<file path="src/sgr_pkg.sv">
`timescale 1ns / 1ps
// ----------------------------------------------------------------------------
// sgr_pkg
// Types, codes and constants shared by the swipe gesture recognizer.
// ----------------------------------------------------------------------------
package sgr_pkg;

  localparam int SAMPLE_DEPTH_DEF = 3;
  localparam int COORD_BITS_DEF   = 10;

  localparam int MODE_W   = 2;
  localparam int STATUS_W = 2;
  localparam int DIR_W    = 3;
  localparam int DMASK_W  = 4;
  localparam int LEN_W    = 10;
  localparam int MS_W     = 16;
  localparam int TIME_W   = 32;
  localparam int VEL_W    = 16;

  localparam int APB_ADDR_W = 5;
  localparam int APB_DATA_W = 32;

  // px/ms to px/s scale, and the bits it adds to a product
  localparam int VEL_SCALE = 1000;
  localparam int SCALE_W   = 10;

  localparam logic [DMASK_W-1:0] DMASK_RST    = 4'd0;
  localparam logic [LEN_W-1:0]   MIN_LEN_RST  = 10'd30;
  localparam logic [LEN_W-1:0]   STRAIGHT_RST = 10'd10;
  localparam logic [MS_W-1:0]    MAX_DUR_RST  = 16'd300;
  localparam logic [MS_W-1:0]    VEL_WIN_RST  = 16'd100;

  typedef enum logic [MODE_W-1:0] {
    MODE_TOUCHDOWN = 2'd0,
    MODE_UPDATE    = 2'd1,
    MODE_LIFTOFF   = 2'd2,
    MODE_CANCEL    = 2'd3
  } mode_e;

  typedef enum logic [STATUS_W-1:0] {
    STATUS_IDLE      = 2'd0,
    STATUS_TRACKING  = 2'd1,
    STATUS_FAILED    = 2'd2,
    STATUS_COMPLETED = 2'd3
  } status_e;

  typedef enum logic [DIR_W-1:0] {
    DIR_NONE  = 3'd0,
    DIR_RIGHT = 3'd1,
    DIR_LEFT  = 3'd2,
    DIR_DOWN  = 3'd3,
    DIR_UP    = 3'd4
  } dir_e;

  typedef enum logic [2:0] {
    REG_DIR_MASK = 3'd0,
    REG_MIN_LEN  = 3'd1,
    REG_STRAIGHT = 3'd2,
    REG_MAX_DUR  = 3'd3,
    REG_VEL_WIN  = 3'd4
  } reg_idx_e;

  typedef enum logic [3:0] {
    S_IDLE,
    S_APPLY,
    S_CHECK,
    S_WALK_RD,
    S_WALK_CMP,
    S_MUL,
    S_DIV_GO,
    S_DIV_WAIT,
    S_DONE
  } sgr_state_e;

  typedef struct packed {
    logic [DMASK_W-1:0] dmask;
    logic [LEN_W-1:0]   min_len;
    logic [LEN_W-1:0]   straight;
    logic [MS_W-1:0]    max_dur;
    logic [MS_W-1:0]    vel_win;
  } cfg_t;

endpackage

</file>
<file path="src/sgr_evt_if.sv">
`timescale 1ns / 1ps
// ----------------------------------------------------------------------------
// sgr_evt_if
// Touch event channel: valid/ready handshake with mode, position and time.
// ----------------------------------------------------------------------------
interface sgr_evt_if #(
  parameter int COORD_BITS = sgr_pkg::COORD_BITS_DEF
);
  logic                        valid;
  logic                        ready;
  logic [sgr_pkg::MODE_W-1:0]  mode;
  logic [COORD_BITS-1:0]       x_position;
  logic [COORD_BITS-1:0]       y_position;
  logic [sgr_pkg::TIME_W-1:0]  time_ms;

  modport source (output valid, mode, x_position, y_position, time_ms, input ready);
  modport sink   (input valid, mode, x_position, y_position, time_ms, output ready);
endinterface

</file>
<file path="src/sgr_res_if.sv">
`timescale 1ns / 1ps
// ----------------------------------------------------------------------------
// sgr_res_if
// Result channel: valid/ready handshake with status, direction and velocity.
// ----------------------------------------------------------------------------
interface sgr_res_if;
  logic                              valid;
  logic                              ready;
  logic [sgr_pkg::STATUS_W-1:0]      gesture_status;
  logic [sgr_pkg::DIR_W-1:0]         swipe_direction;
  logic signed [sgr_pkg::VEL_W-1:0]  velocity_x;
  logic signed [sgr_pkg::VEL_W-1:0]  velocity_y;

  modport source (output valid, gesture_status, swipe_direction, velocity_x, velocity_y,
                  input ready);
  modport sink   (input valid, gesture_status, swipe_direction, velocity_x, velocity_y,
                  output ready);
endinterface

</file>
<file path="src/swipe_gesture_recognizer.sv">
`timescale 1ns / 1ps
// ----------------------------------------------------------------------------
// swipe_gesture_recognizer
// Touch swipe recognizer with a sample ring and a windowed velocity estimate.
// ----------------------------------------------------------------------------
//
//   channel   dir   handshake                 item content
//   -------   ---   -----------------------   ---------------------------------
//   evt_i     in    valid/ready               mode, x_position, y_position,
//                                             time_ms
//   res_o     out   valid/ready               gesture_status, swipe_direction,
//                                             velocity_x, velocity_y
//   APB       in    psel/penable/pready       five config registers at 4*i
//
// The bit-serial divider takes most of the time of one event: one quotient
// bit per cycle, run once for x and once for y. The ring walk reads and then
// compares each sample in turn because the ring read is registered.
// evt_i.ready is high only in the idle state. A finished result sits in the
// output register, so the next event can be taken while res_o stalls.
// Reset is asynchronous, active low; the sample ring itself is not cleared,
// its fill count marks which entries hold data.
// ----------------------------------------------------------------------------
module swipe_gesture_recognizer #(
  parameter int SAMPLE_DEPTH = sgr_pkg::SAMPLE_DEPTH_DEF,
  parameter int COORD_BITS   = sgr_pkg::COORD_BITS_DEF
) (
  input  logic                           clk_i,
  input  logic                           rst_ni,
  sgr_evt_if.sink                        evt_i,
  sgr_res_if.source                      res_o,
  input  logic                           psel,
  input  logic                           penable,
  input  logic                           pwrite,
  input  logic [sgr_pkg::APB_ADDR_W-1:0] paddr,
  input  logic [sgr_pkg::APB_DATA_W-1:0] pwdata,
  output logic [sgr_pkg::APB_DATA_W-1:0] prdata,
  output logic                           pready
);
  import sgr_pkg::*;

  localparam int IDX_W  = $clog2(SAMPLE_DEPTH);
  localparam int FILL_W = $clog2(SAMPLE_DEPTH + 1);
  localparam int DX_W   = COORD_BITS + 1;
  localparam int NUM_W  = COORD_BITS + SCALE_W;
  localparam int CMP_W  = (COORD_BITS > LEN_W) ? COORD_BITS : LEN_W;

  localparam logic [IDX_W-1:0]  LAST_IDX = IDX_W'(SAMPLE_DEPTH - 1);
  localparam logic [FILL_W-1:0] FULL     = FILL_W'(SAMPLE_DEPTH);

  typedef struct packed {
    logic [COORD_BITS-1:0] x;
    logic [COORD_BITS-1:0] y;
    logic [TIME_W-1:0]     t;
  } sample_t;

  // --------------------------------------------------------------------------
  // Configuration
  // --------------------------------------------------------------------------
  cfg_t cfg;

  sgr_regs u_sgr_regs (
    .clk_i   (clk_i),
    .rst_ni  (rst_ni),
    .psel    (psel),
    .penable (penable),
    .pwrite  (pwrite),
    .paddr   (paddr),
    .pwdata  (pwdata),
    .prdata  (prdata),
    .pready  (pready),
    .cfg_o   (cfg)
  );

  // --------------------------------------------------------------------------
  // State
  // --------------------------------------------------------------------------
  sgr_state_e state_q, state_d;

  // captured event
  mode_e                 mode_q;
  logic [COORD_BITS-1:0] ex_q, ey_q;
  logic [TIME_W-1:0]     et_q;

  // gesture
  logic [COORD_BITS-1:0] start_x_q, start_y_q, latest_x_q, latest_y_q;
  logic [TIME_W-1:0]     start_time_q;
  dir_e                  dir_q;
  status_e               status_q;
  logic [IDX_W-1:0]      newest_q;
  logic [FILL_W-1:0]     fill_q;

  // copy of the newest ring entry
  logic [COORD_BITS-1:0] hx_q, hy_q;
  logic [TIME_W-1:0]     ht_q;

  // ring walk
  sample_t               ring_mem [SAMPLE_DEPTH];
  sample_t               rd_q;
  logic [IDX_W-1:0]      ptr_q;
  logic [FILL_W-1:0]     step_q;
  logic [COORD_BITS-1:0] ox_q, oy_q;
  logic [MS_W-1:0]       age_q;

  // velocity
  logic                  axis_q;
  logic [NUM_W-1:0]      prod_q;
  logic                  neg_q;
  logic [VEL_W-1:0]      vx_q, vy_q;

  // output register
  logic                  res_valid_q;
  logic [STATUS_W-1:0]   res_status_q;
  logic [DIR_W-1:0]      res_dir_q;
  logic [VEL_W-1:0]      res_vx_q, res_vy_q;

  // --------------------------------------------------------------------------
  // Event decode and ring push
  // --------------------------------------------------------------------------
  logic             in_ready;
  logic             ev_accept;
  logic             is_touch, is_cancel, is_push;
  logic [IDX_W-1:0] push_slot;
  logic [IDX_W-1:0] newest_prev, ptr_prev;
  logic             ring_we;

  assign in_ready  = (state_q == S_IDLE);
  assign ev_accept = evt_i.valid && in_ready;
  assign is_touch  = (mode_q == MODE_TOUCHDOWN);
  assign is_cancel = (mode_q == MODE_CANCEL);
  assign is_push   = is_touch || (status_q == STATUS_TRACKING && mode_q == MODE_UPDATE);

  // next ring slot after the newest, wrapping at the depth; slot 0 on touchdown or an empty ring
  always_comb begin
    if (is_touch || fill_q == '0) begin
      push_slot = '0;
    end else if (newest_q == LAST_IDX) begin
      push_slot = '0;
    end else begin
      push_slot = newest_q + 1'b1;
    end
  end

  assign newest_prev = (newest_q == '0) ? LAST_IDX : newest_q - 1'b1;
  assign ptr_prev    = (ptr_q == '0) ? LAST_IDX : ptr_q - 1'b1;
  assign ring_we     = (state_q == S_APPLY) && is_push;

  always_ff @(posedge clk_i) begin
    if (ring_we) begin
      ring_mem[push_slot] <= '{x: ex_q, y: ey_q, t: et_q};
    end
    rd_q <= ring_mem[ptr_q];
  end

  // --------------------------------------------------------------------------
  // Path checks (run on the latest point after the update is applied)
  // --------------------------------------------------------------------------
  logic [COORD_BITS-1:0] adx, ady, major, minor;
  logic [DX_W-1:0]       minor2;
  logic [TIME_W-1:0]     elapsed;
  logic                  dur_over;
  logic                  chk_en;
  logic                  upd_fail;
  dir_e                  lift_dir;
  logic                  mask_ok;
  logic                  lift_ok;
  logic                  go_failed, go_completed;

  assign adx = (latest_x_q >= start_x_q) ? latest_x_q - start_x_q : start_x_q - latest_x_q;
  assign ady = (latest_y_q >= start_y_q) ? latest_y_q - start_y_q : start_y_q - latest_y_q;
  assign major    = (adx > ady) ? adx : ady;
  assign minor    = (adx > ady) ? ady : adx;
  assign minor2   = {minor, 1'b0};
  assign elapsed  = et_q - start_time_q;
  assign dur_over = elapsed > TIME_W'(cfg.max_dur);
  assign chk_en   = (status_q == STATUS_TRACKING) &&
                    (mode_q == MODE_UPDATE || mode_q == MODE_LIFTOFF);

  // crooked path first, then the time limit
  assign upd_fail = (CMP_W'(major) > CMP_W'(cfg.straight) && minor2 > {1'b0, major}) ||
                    dur_over;

  // equal travel on both axes resolves to x
  always_comb begin
    if (adx >= ady) begin
      lift_dir = (latest_x_q >= start_x_q) ? DIR_RIGHT : DIR_LEFT;
    end else begin
      lift_dir = (latest_y_q >= start_y_q) ? DIR_DOWN : DIR_UP;
    end
  end

  always_comb begin
    case (lift_dir)
      DIR_RIGHT: mask_ok = cfg.dmask[0];
      DIR_LEFT:  mask_ok = cfg.dmask[1];
      DIR_DOWN:  mask_ok = cfg.dmask[2];
      DIR_UP:    mask_ok = cfg.dmask[3];
      default:   mask_ok = 1'b0;
    endcase
  end

  assign lift_ok = (CMP_W'(major) >= CMP_W'(cfg.min_len)) && !dur_over &&
                   (major != '0) && (minor2 <= {1'b0, major}) && mask_ok;

  assign go_failed    = chk_en && ((mode_q == MODE_UPDATE) ? upd_fail : !lift_ok);
  assign go_completed = chk_en && (mode_q == MODE_LIFTOFF) && lift_ok;

  // --------------------------------------------------------------------------
  // Ring walk: step back from the newest sample while the age fits the window
  // --------------------------------------------------------------------------
  logic [TIME_W-1:0] walk_age;
  logic              walk_brk;
  logic              walk_last;
  logic [MS_W-1:0]   age_next;

  assign walk_age  = ht_q - rd_q.t;
  assign walk_brk  = walk_age > TIME_W'(cfg.vel_win);
  assign walk_last = (step_q + 1'b1) == fill_q;
  assign age_next  = walk_brk ? age_q : walk_age[MS_W-1:0];

  // --------------------------------------------------------------------------
  // Velocity: |delta| * 1000 through the shared serial divider, x then y
  // --------------------------------------------------------------------------
  logic [COORD_BITS-1:0] sel_h, sel_o;
  logic [DX_W-1:0]       dx;
  logic                  dneg;
  logic [COORD_BITS-1:0] mag;
  logic                  div_start;
  logic                  div_done;
  logic [NUM_W-1:0]      div_quo;
  logic [VEL_W-1:0]      vel_sat;

  assign sel_h = axis_q ? hy_q : hx_q;
  assign sel_o = axis_q ? oy_q : ox_q;
  assign dx    = {1'b0, sel_h} - {1'b0, sel_o};
  assign dneg  = dx[DX_W-1];
  assign mag   = dneg ? COORD_BITS'(~dx + 1'b1) : dx[COORD_BITS-1:0];

  sgr_div #(
    .NUM_W (NUM_W),
    .DEN_W (MS_W)
  ) u_sgr_div (
    .clk_i   (clk_i),
    .rst_ni  (rst_ni),
    .start_i (div_start),
    .num_i   (prod_q),
    .den_i   (age_q),
    .done_o  (div_done),
    .quo_o   (div_quo)
  );

  // clamp the truncated magnitude to the 16-bit signed range, then apply the sign
  always_comb begin
    if (!neg_q) begin
      vel_sat = (div_quo > NUM_W'(32767)) ? VEL_W'(32767) : div_quo[VEL_W-1:0];
    end else begin
      vel_sat = (div_quo > NUM_W'(32768)) ? VEL_W'(32768) : VEL_W'(~div_quo + 1'b1);
    end
  end

  // --------------------------------------------------------------------------
  // Sequencer
  // --------------------------------------------------------------------------
  logic out_load;

  always_ff @(posedge clk_i or negedge rst_ni) begin
    if (!rst_ni) begin
      state_q <= S_IDLE;
    end else begin
      state_q <= state_d;
    end
  end

  always_comb begin
    state_d   = state_q;
    div_start = 1'b0;
    out_load  = 1'b0;
    case (state_q)
      S_IDLE: begin
        if (ev_accept) state_d = S_APPLY;
      end
      S_APPLY: state_d = S_CHECK;
      S_CHECK: begin
        state_d = (fill_q >= FILL_W'(2)) ? S_WALK_RD : S_DONE;
      end
      S_WALK_RD: state_d = S_WALK_CMP;
      S_WALK_CMP: begin
        if (walk_brk || walk_last) begin
          state_d = (age_next != '0) ? S_MUL : S_DONE;
        end else begin
          state_d = S_WALK_RD;
        end
      end
      S_MUL: state_d = S_DIV_GO;
      S_DIV_GO: begin
        div_start = 1'b1;
        state_d   = S_DIV_WAIT;
      end
      S_DIV_WAIT: begin
        if (div_done) state_d = axis_q ? S_DONE : S_MUL;
      end
      S_DONE: begin
        if (!res_valid_q || res_o.ready) begin
          out_load = 1'b1;
          state_d  = S_IDLE;
        end
      end
      default: state_d = S_IDLE;
    endcase
  end

  // --------------------------------------------------------------------------
  // Control state
  // --------------------------------------------------------------------------
  always_ff @(posedge clk_i or negedge rst_ni) begin
    if (!rst_ni) begin
      status_q    <= STATUS_IDLE;
      dir_q       <= DIR_NONE;
      newest_q    <= '0;
      fill_q      <= '0;
      res_valid_q <= 1'b0;
    end else begin
      case (state_q)
        S_APPLY: begin
          if (is_touch) begin
            status_q <= STATUS_TRACKING;
            dir_q    <= DIR_NONE;
            newest_q <= '0;
            fill_q   <= FILL_W'(1);
          end else if (is_cancel) begin
            status_q <= STATUS_IDLE;
            dir_q    <= DIR_NONE;
            newest_q <= '0;
            fill_q   <= '0;
          end else if (is_push) begin
            newest_q <= push_slot;
            if (fill_q != FULL) fill_q <= fill_q + 1'b1;
          end
        end
        S_CHECK: begin
          if (go_completed) begin
            status_q <= STATUS_COMPLETED;
            dir_q    <= lift_dir;
          end else if (go_failed) begin
            status_q <= STATUS_FAILED;
          end
        end
        default: ;
      endcase

      if (out_load) begin
        res_valid_q <= 1'b1;
      end else if (res_o.ready) begin
        res_valid_q <= 1'b0;
      end
    end
  end

  // --------------------------------------------------------------------------
  // Datapath
  // --------------------------------------------------------------------------
  always_ff @(posedge clk_i) begin
    case (state_q)
      S_IDLE: begin
        if (ev_accept) begin
          mode_q <= mode_e'(evt_i.mode);
          ex_q   <= evt_i.x_position;
          ey_q   <= evt_i.y_position;
          et_q   <= evt_i.time_ms;
        end
      end
      S_APPLY: begin
        if (is_touch) begin
          start_x_q    <= ex_q;
          start_y_q    <= ey_q;
          start_time_q <= et_q;
        end else if (is_cancel) begin
          start_x_q    <= '0;
          start_y_q    <= '0;
          start_time_q <= '0;
          latest_x_q   <= '0;
          latest_y_q   <= '0;
        end
        if (is_push) begin
          latest_x_q <= ex_q;
          latest_y_q <= ey_q;
          hx_q       <= ex_q;
          hy_q       <= ey_q;
          ht_q       <= et_q;
        end
      end
      S_CHECK: begin
        // oldest usable sample starts at the newest one
        age_q  <= '0;
        ox_q   <= hx_q;
        oy_q   <= hy_q;
        step_q <= FILL_W'(1);
        ptr_q  <= newest_prev;
        axis_q <= 1'b0;
        vx_q   <= '0;
        vy_q   <= '0;
      end
      S_WALK_CMP: begin
        if (!walk_brk) begin
          age_q  <= walk_age[MS_W-1:0];
          ox_q   <= rd_q.x;
          oy_q   <= rd_q.y;
          ptr_q  <= ptr_prev;
          step_q <= step_q + 1'b1;
        end
      end
      S_MUL: begin
        prod_q <= NUM_W'(mag) * NUM_W'(VEL_SCALE);
        neg_q  <= dneg;
      end
      S_DIV_WAIT: begin
        if (div_done) begin
          if (axis_q) begin
            vy_q <= vel_sat;
          end else begin
            vx_q   <= vel_sat;
            axis_q <= 1'b1;
          end
        end
      end
      default: ;
    endcase

    if (out_load) begin
      res_status_q <= status_q;
      res_dir_q    <= dir_q;
      res_vx_q     <= vx_q;
      res_vy_q     <= vy_q;
    end
  end

  // --------------------------------------------------------------------------
  // Ports
  // --------------------------------------------------------------------------
  assign evt_i.ready           = in_ready;
  assign res_o.valid           = res_valid_q;
  assign res_o.gesture_status  = res_status_q;
  assign res_o.swipe_direction = res_dir_q;
  assign res_o.velocity_x      = res_vx_q;
  assign res_o.velocity_y      = res_vy_q;

endmodule

</file>
<file path="src/sgr_regs.sv">
`timescale 1ns / 1ps
// ----------------------------------------------------------------------------
// sgr_regs
// APB configuration registers of the swipe recognizer.
// ----------------------------------------------------------------------------
module sgr_regs (
  input  logic                             clk_i,
  input  logic                             rst_ni,
  input  logic                             psel,
  input  logic                             penable,
  input  logic                             pwrite,
  input  logic [sgr_pkg::APB_ADDR_W-1:0]   paddr,
  input  logic [sgr_pkg::APB_DATA_W-1:0]   pwdata,
  output logic [sgr_pkg::APB_DATA_W-1:0]   prdata,
  output logic                             pready,
  output sgr_pkg::cfg_t                    cfg_o
);
  import sgr_pkg::*;

  cfg_t     cfg_q;
  reg_idx_e idx;
  logic     wr_en;

  assign idx    = reg_idx_e'(paddr[APB_ADDR_W-1:2]);
  assign wr_en  = psel && penable && pwrite;
  assign pready = 1'b1;
  assign cfg_o  = cfg_q;

  always_ff @(posedge clk_i or negedge rst_ni) begin
    if (!rst_ni) begin
      cfg_q.dmask    <= DMASK_RST;
      cfg_q.min_len  <= MIN_LEN_RST;
      cfg_q.straight <= STRAIGHT_RST;
      cfg_q.max_dur  <= MAX_DUR_RST;
      cfg_q.vel_win  <= VEL_WIN_RST;
    end else if (wr_en) begin
      case (idx)
        REG_DIR_MASK: cfg_q.dmask    <= pwdata[DMASK_W-1:0];
        REG_MIN_LEN:  cfg_q.min_len  <= pwdata[LEN_W-1:0];
        REG_STRAIGHT: cfg_q.straight <= pwdata[LEN_W-1:0];
        REG_MAX_DUR:  cfg_q.max_dur  <= pwdata[MS_W-1:0];
        REG_VEL_WIN:  cfg_q.vel_win  <= pwdata[MS_W-1:0];
        default: ;
      endcase
    end
  end

  always_comb begin
    case (idx)
      REG_DIR_MASK: prdata = APB_DATA_W'(cfg_q.dmask);
      REG_MIN_LEN:  prdata = APB_DATA_W'(cfg_q.min_len);
      REG_STRAIGHT: prdata = APB_DATA_W'(cfg_q.straight);
      REG_MAX_DUR:  prdata = APB_DATA_W'(cfg_q.max_dur);
      REG_VEL_WIN:  prdata = APB_DATA_W'(cfg_q.vel_win);
      default:      prdata = '0;
    endcase
  end

endmodule

</file>
<file path="src/sgr_div.sv">
`timescale 1ns / 1ps
// ----------------------------------------------------------------------------
// sgr_div
// Restoring unsigned divider, one quotient bit per cycle.
// ----------------------------------------------------------------------------
module sgr_div #(
  parameter int NUM_W = 20,
  parameter int DEN_W = 16
) (
  input  logic             clk_i,
  input  logic             rst_ni,
  input  logic             start_i,
  input  logic [NUM_W-1:0] num_i,
  input  logic [DEN_W-1:0] den_i,
  output logic             done_o,
  output logic [NUM_W-1:0] quo_o
);
  localparam int CNT_W = $clog2(NUM_W + 1);

  logic [DEN_W-1:0] rem_q;
  logic [DEN_W-1:0] den_q;
  logic [NUM_W-1:0] quo_q;
  logic [CNT_W-1:0] cnt_q;
  logic             busy_q;
  logic             done_q;

  logic [DEN_W:0]   shifted;
  logic [DEN_W:0]   diff;
  logic             fits;

  assign shifted = {rem_q, quo_q[NUM_W-1]};
  assign diff    = shifted - {1'b0, den_q};
  assign fits    = shifted >= {1'b0, den_q};
  assign done_o  = done_q;
  assign quo_o   = quo_q;

  always_ff @(posedge clk_i or negedge rst_ni) begin
    if (!rst_ni) begin
      busy_q <= 1'b0;
      done_q <= 1'b0;
      cnt_q  <= '0;
    end else begin
      done_q <= 1'b0;
      if (start_i) begin
        busy_q <= 1'b1;
        cnt_q  <= CNT_W'(NUM_W);
      end else if (busy_q) begin
        cnt_q <= cnt_q - 1'b1;
        if (cnt_q == CNT_W'(1)) begin
          busy_q <= 1'b0;
          done_q <= 1'b1;
        end
      end
    end
  end

  // Shift the dividend out as the quotient shifts in.
  always_ff @(posedge clk_i) begin
    if (start_i) begin
      rem_q <= '0;
      den_q <= den_i;
      quo_q <= num_i;
    end else if (busy_q) begin
      rem_q <= fits ? diff[DEN_W-1:0] : shifted[DEN_W-1:0];
      quo_q <= {quo_q[NUM_W-2:0], fits};
    end
  end

endmodule

</file>
<file path="src/flat_wrapper.sv">
// flat-port wrapper written by rule: the top's interface ports become plain ports
module swipe_gesture_recognizer_flat import sgr_pkg::*;
#(
  parameter int SAMPLE_DEPTH = sgr_pkg::SAMPLE_DEPTH_DEF,
  parameter int COORD_BITS   = sgr_pkg::COORD_BITS_DEF
)
  (clk_i, rst_ni, psel, penable, pwrite, paddr, pwdata, prdata, pready, evt_i_valid, evt_i_mode, evt_i_x_position, evt_i_y_position, evt_i_time_ms, evt_i_ready, res_o_valid, res_o_gesture_status, res_o_swipe_direction, res_o_velocity_x, res_o_velocity_y, res_o_ready);
  sgr_evt_if #(.COORD_BITS(COORD_BITS)) evt_i_i ();
  sgr_res_if res_o_i ();
  input  logic clk_i;
  input  logic rst_ni;
  input  logic psel;
  input  logic penable;
  input  logic pwrite;
  input  logic [sgr_pkg::APB_ADDR_W-1:0] paddr;
  input  logic [sgr_pkg::APB_DATA_W-1:0] pwdata;
  output logic [sgr_pkg::APB_DATA_W-1:0] prdata;
  output logic pready;
  input wire logic [$bits(evt_i_i.valid)-1:0] evt_i_valid;
  input wire logic [$bits(evt_i_i.mode)-1:0] evt_i_mode;
  input wire logic [$bits(evt_i_i.x_position)-1:0] evt_i_x_position;
  input wire logic [$bits(evt_i_i.y_position)-1:0] evt_i_y_position;
  input wire logic [$bits(evt_i_i.time_ms)-1:0] evt_i_time_ms;
  output wire logic [$bits(evt_i_i.ready)-1:0] evt_i_ready;
  output wire logic [$bits(res_o_i.valid)-1:0] res_o_valid;
  output wire logic [$bits(res_o_i.gesture_status)-1:0] res_o_gesture_status;
  output wire logic [$bits(res_o_i.swipe_direction)-1:0] res_o_swipe_direction;
  output wire logic [$bits(res_o_i.velocity_x)-1:0] res_o_velocity_x;
  output wire logic [$bits(res_o_i.velocity_y)-1:0] res_o_velocity_y;
  input wire logic [$bits(res_o_i.ready)-1:0] res_o_ready;
  assign evt_i_i.valid = evt_i_valid;
  assign evt_i_i.mode = evt_i_mode;
  assign evt_i_i.x_position = evt_i_x_position;
  assign evt_i_i.y_position = evt_i_y_position;
  assign evt_i_i.time_ms = evt_i_time_ms;
  assign evt_i_ready = evt_i_i.ready;
  assign res_o_valid = res_o_i.valid;
  assign res_o_gesture_status = res_o_i.gesture_status;
  assign res_o_swipe_direction = res_o_i.swipe_direction;
  assign res_o_velocity_x = res_o_i.velocity_x;
  assign res_o_velocity_y = res_o_i.velocity_y;
  assign res_o_i.ready = res_o_ready;
  swipe_gesture_recognizer #(.SAMPLE_DEPTH(SAMPLE_DEPTH), .COORD_BITS(COORD_BITS)) u_core (.clk_i(clk_i), .rst_ni(rst_ni), .evt_i(evt_i_i), .res_o(res_o_i), .psel(psel), .penable(penable), .pwrite(pwrite), .paddr(paddr), .pwdata(pwdata), .prdata(prdata), .pready(pready));
endmodule
</file>
<file path="config.mk">
export PLATFORM = sky130hd
export DESIGN_NAME = swipe_gesture_recognizer_flat
export DESIGN_NICKNAME = d
export VERILOG_FILES = /design/src/sgr_pkg.sv /design/src/sgr_evt_if.sv /design/src/sgr_res_if.sv /design/src/swipe_gesture_recognizer.sv /design/src/sgr_regs.sv /design/src/sgr_div.sv /design/src/flat_wrapper.sv
export SDC_FILE = /design/constraint.sdc
export NUM_CORES = 1
export LEC_CHECK = 0
export BUFFER_PORTS_ARGS = -buffer_cell sky130_fd_sc_hd__buf_2
export CAP_MARGIN = 20
export CORE_ASPECT_RATIO = 0.6
export CORE_MARGIN = 10
export CORE_UTILIZATION = 41
export CTS_CLUSTER_SIZE = 10
export DETAILED_ROUTE_END_ITERATION = 8
export GPL_TIMING_DRIVEN = 0
export PLACE_DENSITY = 0.66
export SYNTH_ARGS = -nofsm -noshare
export SYNTH_HDL_FRONTEND = slang
export SYNTH_SLANG_ARGS = --single-unit
</file>
<file path="constraint.sdc">
create_clock -name clk_i -period 10.45 [get_ports clk_i]
set_clock_uncertainty 0.15 [all_clocks]
set_input_delay 0.5225 -clock clk_i [delete_from_list [all_inputs] [get_ports clk_i]]
set_output_delay 0.5225 -clock clk_i [all_outputs]
set_load 0.02 [all_outputs]
</file>
-- Yosys cells after proc, flatten, opt, wreduce, memory -nomap -nowiden
Memory sizes are Yosys's and may differ from the RTL's. A register that Yosys moved wholly into a read port is not among the register bits.
Cells that the tools add are included.
- output and inout bits: 72
- bits in writable memories: 156
- memories kept: 1
- bits in registers: 435
- logic and storage cells: 258
- bits of input ports: 98
- bitwise gates (word level): 2
- $lt $le $gt $ge: 14
- multiplexer cells: 88
- reductions and logical operators: 58
- add/subtract/negate cells: 16
- equality and inequality tests: 34
- multiply operators: 1
- memory list (memory ; depth ; width ; read ports ; clocked after memory_dff ; write ports ; RTL line ; text):
    u_core.ring_mem ; 3 ; 52 ; 1 ; 1 ; 1 ; swipe_gesture_recognizer.sv:97 ; sample_t ring_mem [SAMPLE_DEPTH];
- operators by type and width (cell ; number):
    two-way mux 10 bit ; 15
    two-way mux 16 bit ; 9
    one-hot mux 16 bit (2 select lines) ; 3
    one-hot mux 16 bit (5 select lines) ; 1
    greater-than comparator 32 x 16 -> 1 bit ; 2
    two-way mux 32 bit ; 2
    subtractor 32 bit ; 2
    >= comparator 10 bit ; 4
    two-way mux 20 bit ; 2
    one-hot mux 10 bit (2 select lines) ; 2
    subtractor 10 bit ; 4
    two-way mux 2 bit ; 18
    one-hot mux 4 bit (9 select lines) ; 1
    two-way mux 4 bit ; 7
    AND reduction 2 bit ; 11
    AND reduction 3 bit ; 7
    greater-than comparator 10 bit ; 2
    greater-than comparator 20 x 15 -> 1 bit, second input constant ; 1
    greater-than comparator 20 x 16 -> 1 bit, second input constant ; 1
    >= comparator 17 x 16 -> 1 bit ; 1
    multiplier 10 x 7 -> 17 bit, second input constant ; 1
    adder 16 x 1 -> 16 bit, second input constant ; 1
    equality test 4 x 3 -> 1 bit, second input constant ; 4
    inverter 16 bit ; 1
    other kinds (40) ; 111

-- Logic depth before layout (Yosys ltp)
- depth in word-level cells: 15
- depth in mapped cells: 36
- gate-level depth less buffers: 33

-- By module
Synthesis repeated with hierarchy kept, for this count alone.
- cell total of the unflattened synthesis: 3115
- area, all modules: 35172.5 µm²
- by module, submodules not included (module ; cells each ; area each (µm²) ; instances ; sequential area each (µm²)):
    swipe_gesture_recognizer ; 2608 ; 29131.7 ; 1 ; 15264.6
    sgr_div ; 307 ; 3349.5 ; 1 ; 1576.5
    sgr_regs ; 200 ; 2691.3 ; 1 ; 1417.6

-- Least setup slack after synthesis
Ideal clock, no wire load.
- kind: reg2reg
- start: reg u_core.axis_q
- end: reg u_core.prod_q[19] (data pin)
- data required time: 10164 ps
- period minus slack after synthesis: 7726 ps
- data arrival time: 7441 ps
- library setup time: 136 ps
- path buffers: 3
- cell stages (with the launch flop): 36
- slack: 2724 ps
- cells stage by stage: edfxtp_1 -> clkbuf_1 -> buf_1 -> mux2i_1 -> ha_1 -> inv_1 -> fa_1 -> nand2_1 -> nand2_1 -> a21oi_1 -> o21bai_1 -> a21oi_1 -> o21bai_1 -> a21oi_1 -> o21bai_1 -> a21o_1 -> clkbuf_1 -> nor2_1 -> xnor2_1 -> fa_1 -> inv_1 -> fa_1 -> fa_1 -> inv_1 -> fa_1 -> ha_1 -> inv_1 -> o21bai_1 -> a21oi_1 -> o21bai_1 -> a21oi_1 -> o21bai_1 -> a21oi_1 -> o21ai_0 -> or4_1 -> nand3_1
- cells in the longest elaborated chain, start to end: 6
- elaborated cells between the ends (all ways): 7
- classes of those cells: 2 x add/sub; 1 x mul; 3 x mux; 1 x bitwise
- ends and longest elaborated chain (what ; RTL line ; text):
    start, declared ; swipe_gesture_recognizer.sv:105 ; logic axis_q;
    start signal, assigned ; swipe_gesture_recognizer.sv:398 ; axis_q <= 1'b0;
    start signal, assigned ; swipe_gesture_recognizer.sv:421 ; axis_q <= 1'b1;
    two-way mux 10 bit (on tied branches) ; swipe_gesture_recognizer.sv:232, swipe_gesture_recognizer.sv:233 ;
    subtractor 10 x 10 -> 11 bit * ; swipe_gesture_recognizer.sv:234 ; assign dx = {1'b0, sel_h} - {1'b0, sel_o};
    inverter 10 bit ; swipe_gesture_recognizer.sv:236 ; assign mag = dneg ? COORD_BITS'(~dx + 1'b1) : dx[COORD_BITS-1:0];
    adder 10 x 1 -> 10 bit ; swipe_gesture_recognizer.sv:236 ;
    two-way mux 10 bit * ; swipe_gesture_recognizer.sv:236 ;
    multiplier 10 x 7 -> 17 bit * ; swipe_gesture_recognizer.sv:412 ; prod_q <= NUM_W'(mag) * NUM_W'(VEL_SCALE);
    end signal, assigned ; swipe_gesture_recognizer.sv:412 ;
    end, declared ; swipe_gesture_recognizer.sv:106 ; logic [NUM_W-1:0] prod_q;
Every way passes the cells marked *; elsewhere a longest branch is shown, timed or not.
A chain may end at the register's enable or synchronous reset.

-- Worst setup path after layout
Ends and elaborated chain as after synthesis.

==> reports/metrics.yaml <==
dieArea_um2: 97600
register_area_um2: 18300
grtUsageTotal_pct: 17.9
initial_core_util_pct: 41.6
worstPathArrival_ns: 9.65
dpl_worst_slack_ns: 1.33
synth_ff_type: "edfxtp_1"
ant_nets: 0
fin_ws_ns: 1.16
end_kind: "flip-flop"
synth.avg_cell_area_um2: 11.0
ys_warn_count: 0
post_drt_wl_per_cell_um: 19.0
wl_um: 89000
die_x_um: 397
grt_max_degree: 69
areaGrowthSynthToFinish_pct: 15.3
cts_resized: 0
cp_slowest_cell: "buf_1"
grt_pass1_vias: 23846
vias_per_cell: 5.33
hold_path_class: "primary input to flip-flop"
drc: 0
post_cts_buffers: 0
cts_hold_buf: 69
drive_gt1_share_pct: 10.2
synth_cells: 3178
ctsHtreeMaxLevel: 3
hold_ws_ns: 0.0549
cts_tree: "done"
ys_ff_latch: 643
synth-async-reset-ratio_pct: 12.0
yosysSeqAreaShare_pct: 52.3
dp_hpwl_um: 65700
crit_type: "flip-flop to flip-flop"
clockRootBuffer: "clkbuf_16"
ios: 170
clock_path_buffers: 3
clk_pin_slew_ns: 0.07
cp.required_ns: 10.81
syn_area_um2: 34900
setup_viol: 0
slew_headroom_pct: 32.0
drv_cap: 0
status: "completed"
antenna_found_initial: 3
rsz0062_at_grt: "no"
max_freq_ghz: 0.108
worstSetupStartpointType: "flip-flop"
drt_pass1_iterations: 6
layout_min_cycle_time_ns: 9.29
cts_buffers: 75
rows: 82
critPathMaxFanout: 10
fillers: 7600
fin_tns_setup_ns: 0
dieHeight_um: 246
io_buffer_count: 133
synth_cell_types: 109
grt_overflow: 0
slowest_delay_ns: 0.73
min_period_over_period_pct: 88.9
place.gp.congestion: 0.926
finalMaxSlewViolations: 0
synth-edff-count: 498
drt-initial-drc-count: 2282
multiInputGateArea_um2: 15000
fin_nets: 3876
clock_sinks: 643
clock_latency_ns: 0.66
hold_viol: 0
core-area_um2: 83900
worstMarginPinSlew_ns: 1.02
num_vias: 24936
grt_first_pass_wirelength_um: 139000
## flip-flops by register name, summed over array words and instances (netlist names), 17 cells and up
register and cells:
u_core.u_sgr_regs.cfg_o 56, u_core.ht_q 32, u_core.et_q 32, u_core.ring_mem 156
u_core.u_sgr_div.quo_o 20, u_core.rd_q 52, u_core.start_time_q 32, u_core.prod_q 17
## layout make-up
class                      instances  share of cell area, %
clock buffer                     130                   5.33
tap                             1134                   3.52
timing repair buffer             216                   4.00
buffer                           130                   1.55
multi-input combinational       2123                   37.3
sequential                       643                   45.4
inverter                         297                   2.77
antenna                            1                0.00622
clock inverter                     6                  0.177
## path summary, 6_finish.rpt
check                           cells after the start  slack, ns      startpoint                           to
worst max-delay path                               35       1.16   u_core.axis_q            u_core.prod_q[19]
worst min-delay path                                2       0.05       pwdata[0]  u_core.u_sgr_regs.cfg_o[52]
worst max register to register                     35       1.16   u_core.axis_q            u_core.prod_q[19]
worst min register to register                      0       0.26  u_core.vx_q[8]   u_core.res_o.velocity_x[8]
max in group asynchronous                           3       9.35          rst_ni  u_core.u_sgr_regs.cfg_o[21]
min in group asynchronous                           2       0.15          rst_ni           u_core.res_o.valid
## synthesized netlist by cell type (all sizes together) (56+ instances only)
| master | instances | share of area (%) |
|---|---|---|
| edfxtp | 498 | 43 |
| inv | 296 | 3.2 |
| clkbuf | 85 | 0.92 |
| dfrtp | 64 | 4.6 |
| xnor2 | 61 | 1.5 |
| a21oi | 173 | 2.5 |
| nor2b | 56 | 1.0 |
| dfxtp | 68 | 3.9 |
| a21o | 71 | 1.6 |
| mux2i | 87 | 2.5 |
| nor2 | 159 | 1.7 |
| nand2 | 343 | 3.7 |
| nand3 | 64 | 0.92 |
| o21ai | 228 | 3.3 |
| ha | 253 | 9.1 |
| and2 | 64 | 1.2 |
## cells in the final DEF, fill, tap and decap left out, types with 55 or more instances in the layout
cell           instances
edfxtp_1             498
nand2_1              343
inv_1                295
ha_1                 253
o21ai_0              210
a21oi_1              171
nor2_1               149
buf_2                143
clkbuf_1             134
mux2i_1               87
clkbuf_16             76
dlygate4sd3_1         69
a21o_1                68
dfxtp_1               68
nand3_1               64
dfrtp_1               64
xnor2_1               61
and2_1                61
nor2b_1               55
## stage by stage
stage | utilization [%] | std cells | instance area, um^2
6_report | 48.0 | 4680 | 40300
5_1_grt | 48.0 | 4680 | 40300
4_1_cts | 48.0 | 4679 | 40300
3_5_place_dp | 44.5 | 4474 | 37400
3_3_place_gp | 44.1 | 4460 | 37000
2_1_floorplan | - | 3193 | 35000
## layer usage
layer  global-route usage [%]  wire, um  share of wire, %
met5                        0         0                 0
met4                     4.12      1650               1.9
met3                     4.56      7470               8.4
met2                     24.5     35000                39
met1                     27.7     44900                50
## cells by family after synthesis
kind of cell	synth area share, %
flip-flops	52.3
adder cells (fa/ha/maj)	11.3
other	0.0215
AND/OR/NAND/NOR	12.0
buffers and inverters	4.98
multiplexers	3.34
XOR/XNOR	2.51
AO/OA/AOI/OAI	13.6
## worst max-delay path: cells and delay by family (launching register included)
kind	cells	cell delay, ns
flops	1	0.32
fa+ha+maj	7	2.92
compound gates	14	2.51
simple gates	5	1.00
mux	1	0.33
buf+inv	7	1.59
xor+xnor	1	0.33
Power is left out: the tool's default activity adds up to more than one toggle a clock period on the data nets, which glitch-free logic cannot reach.
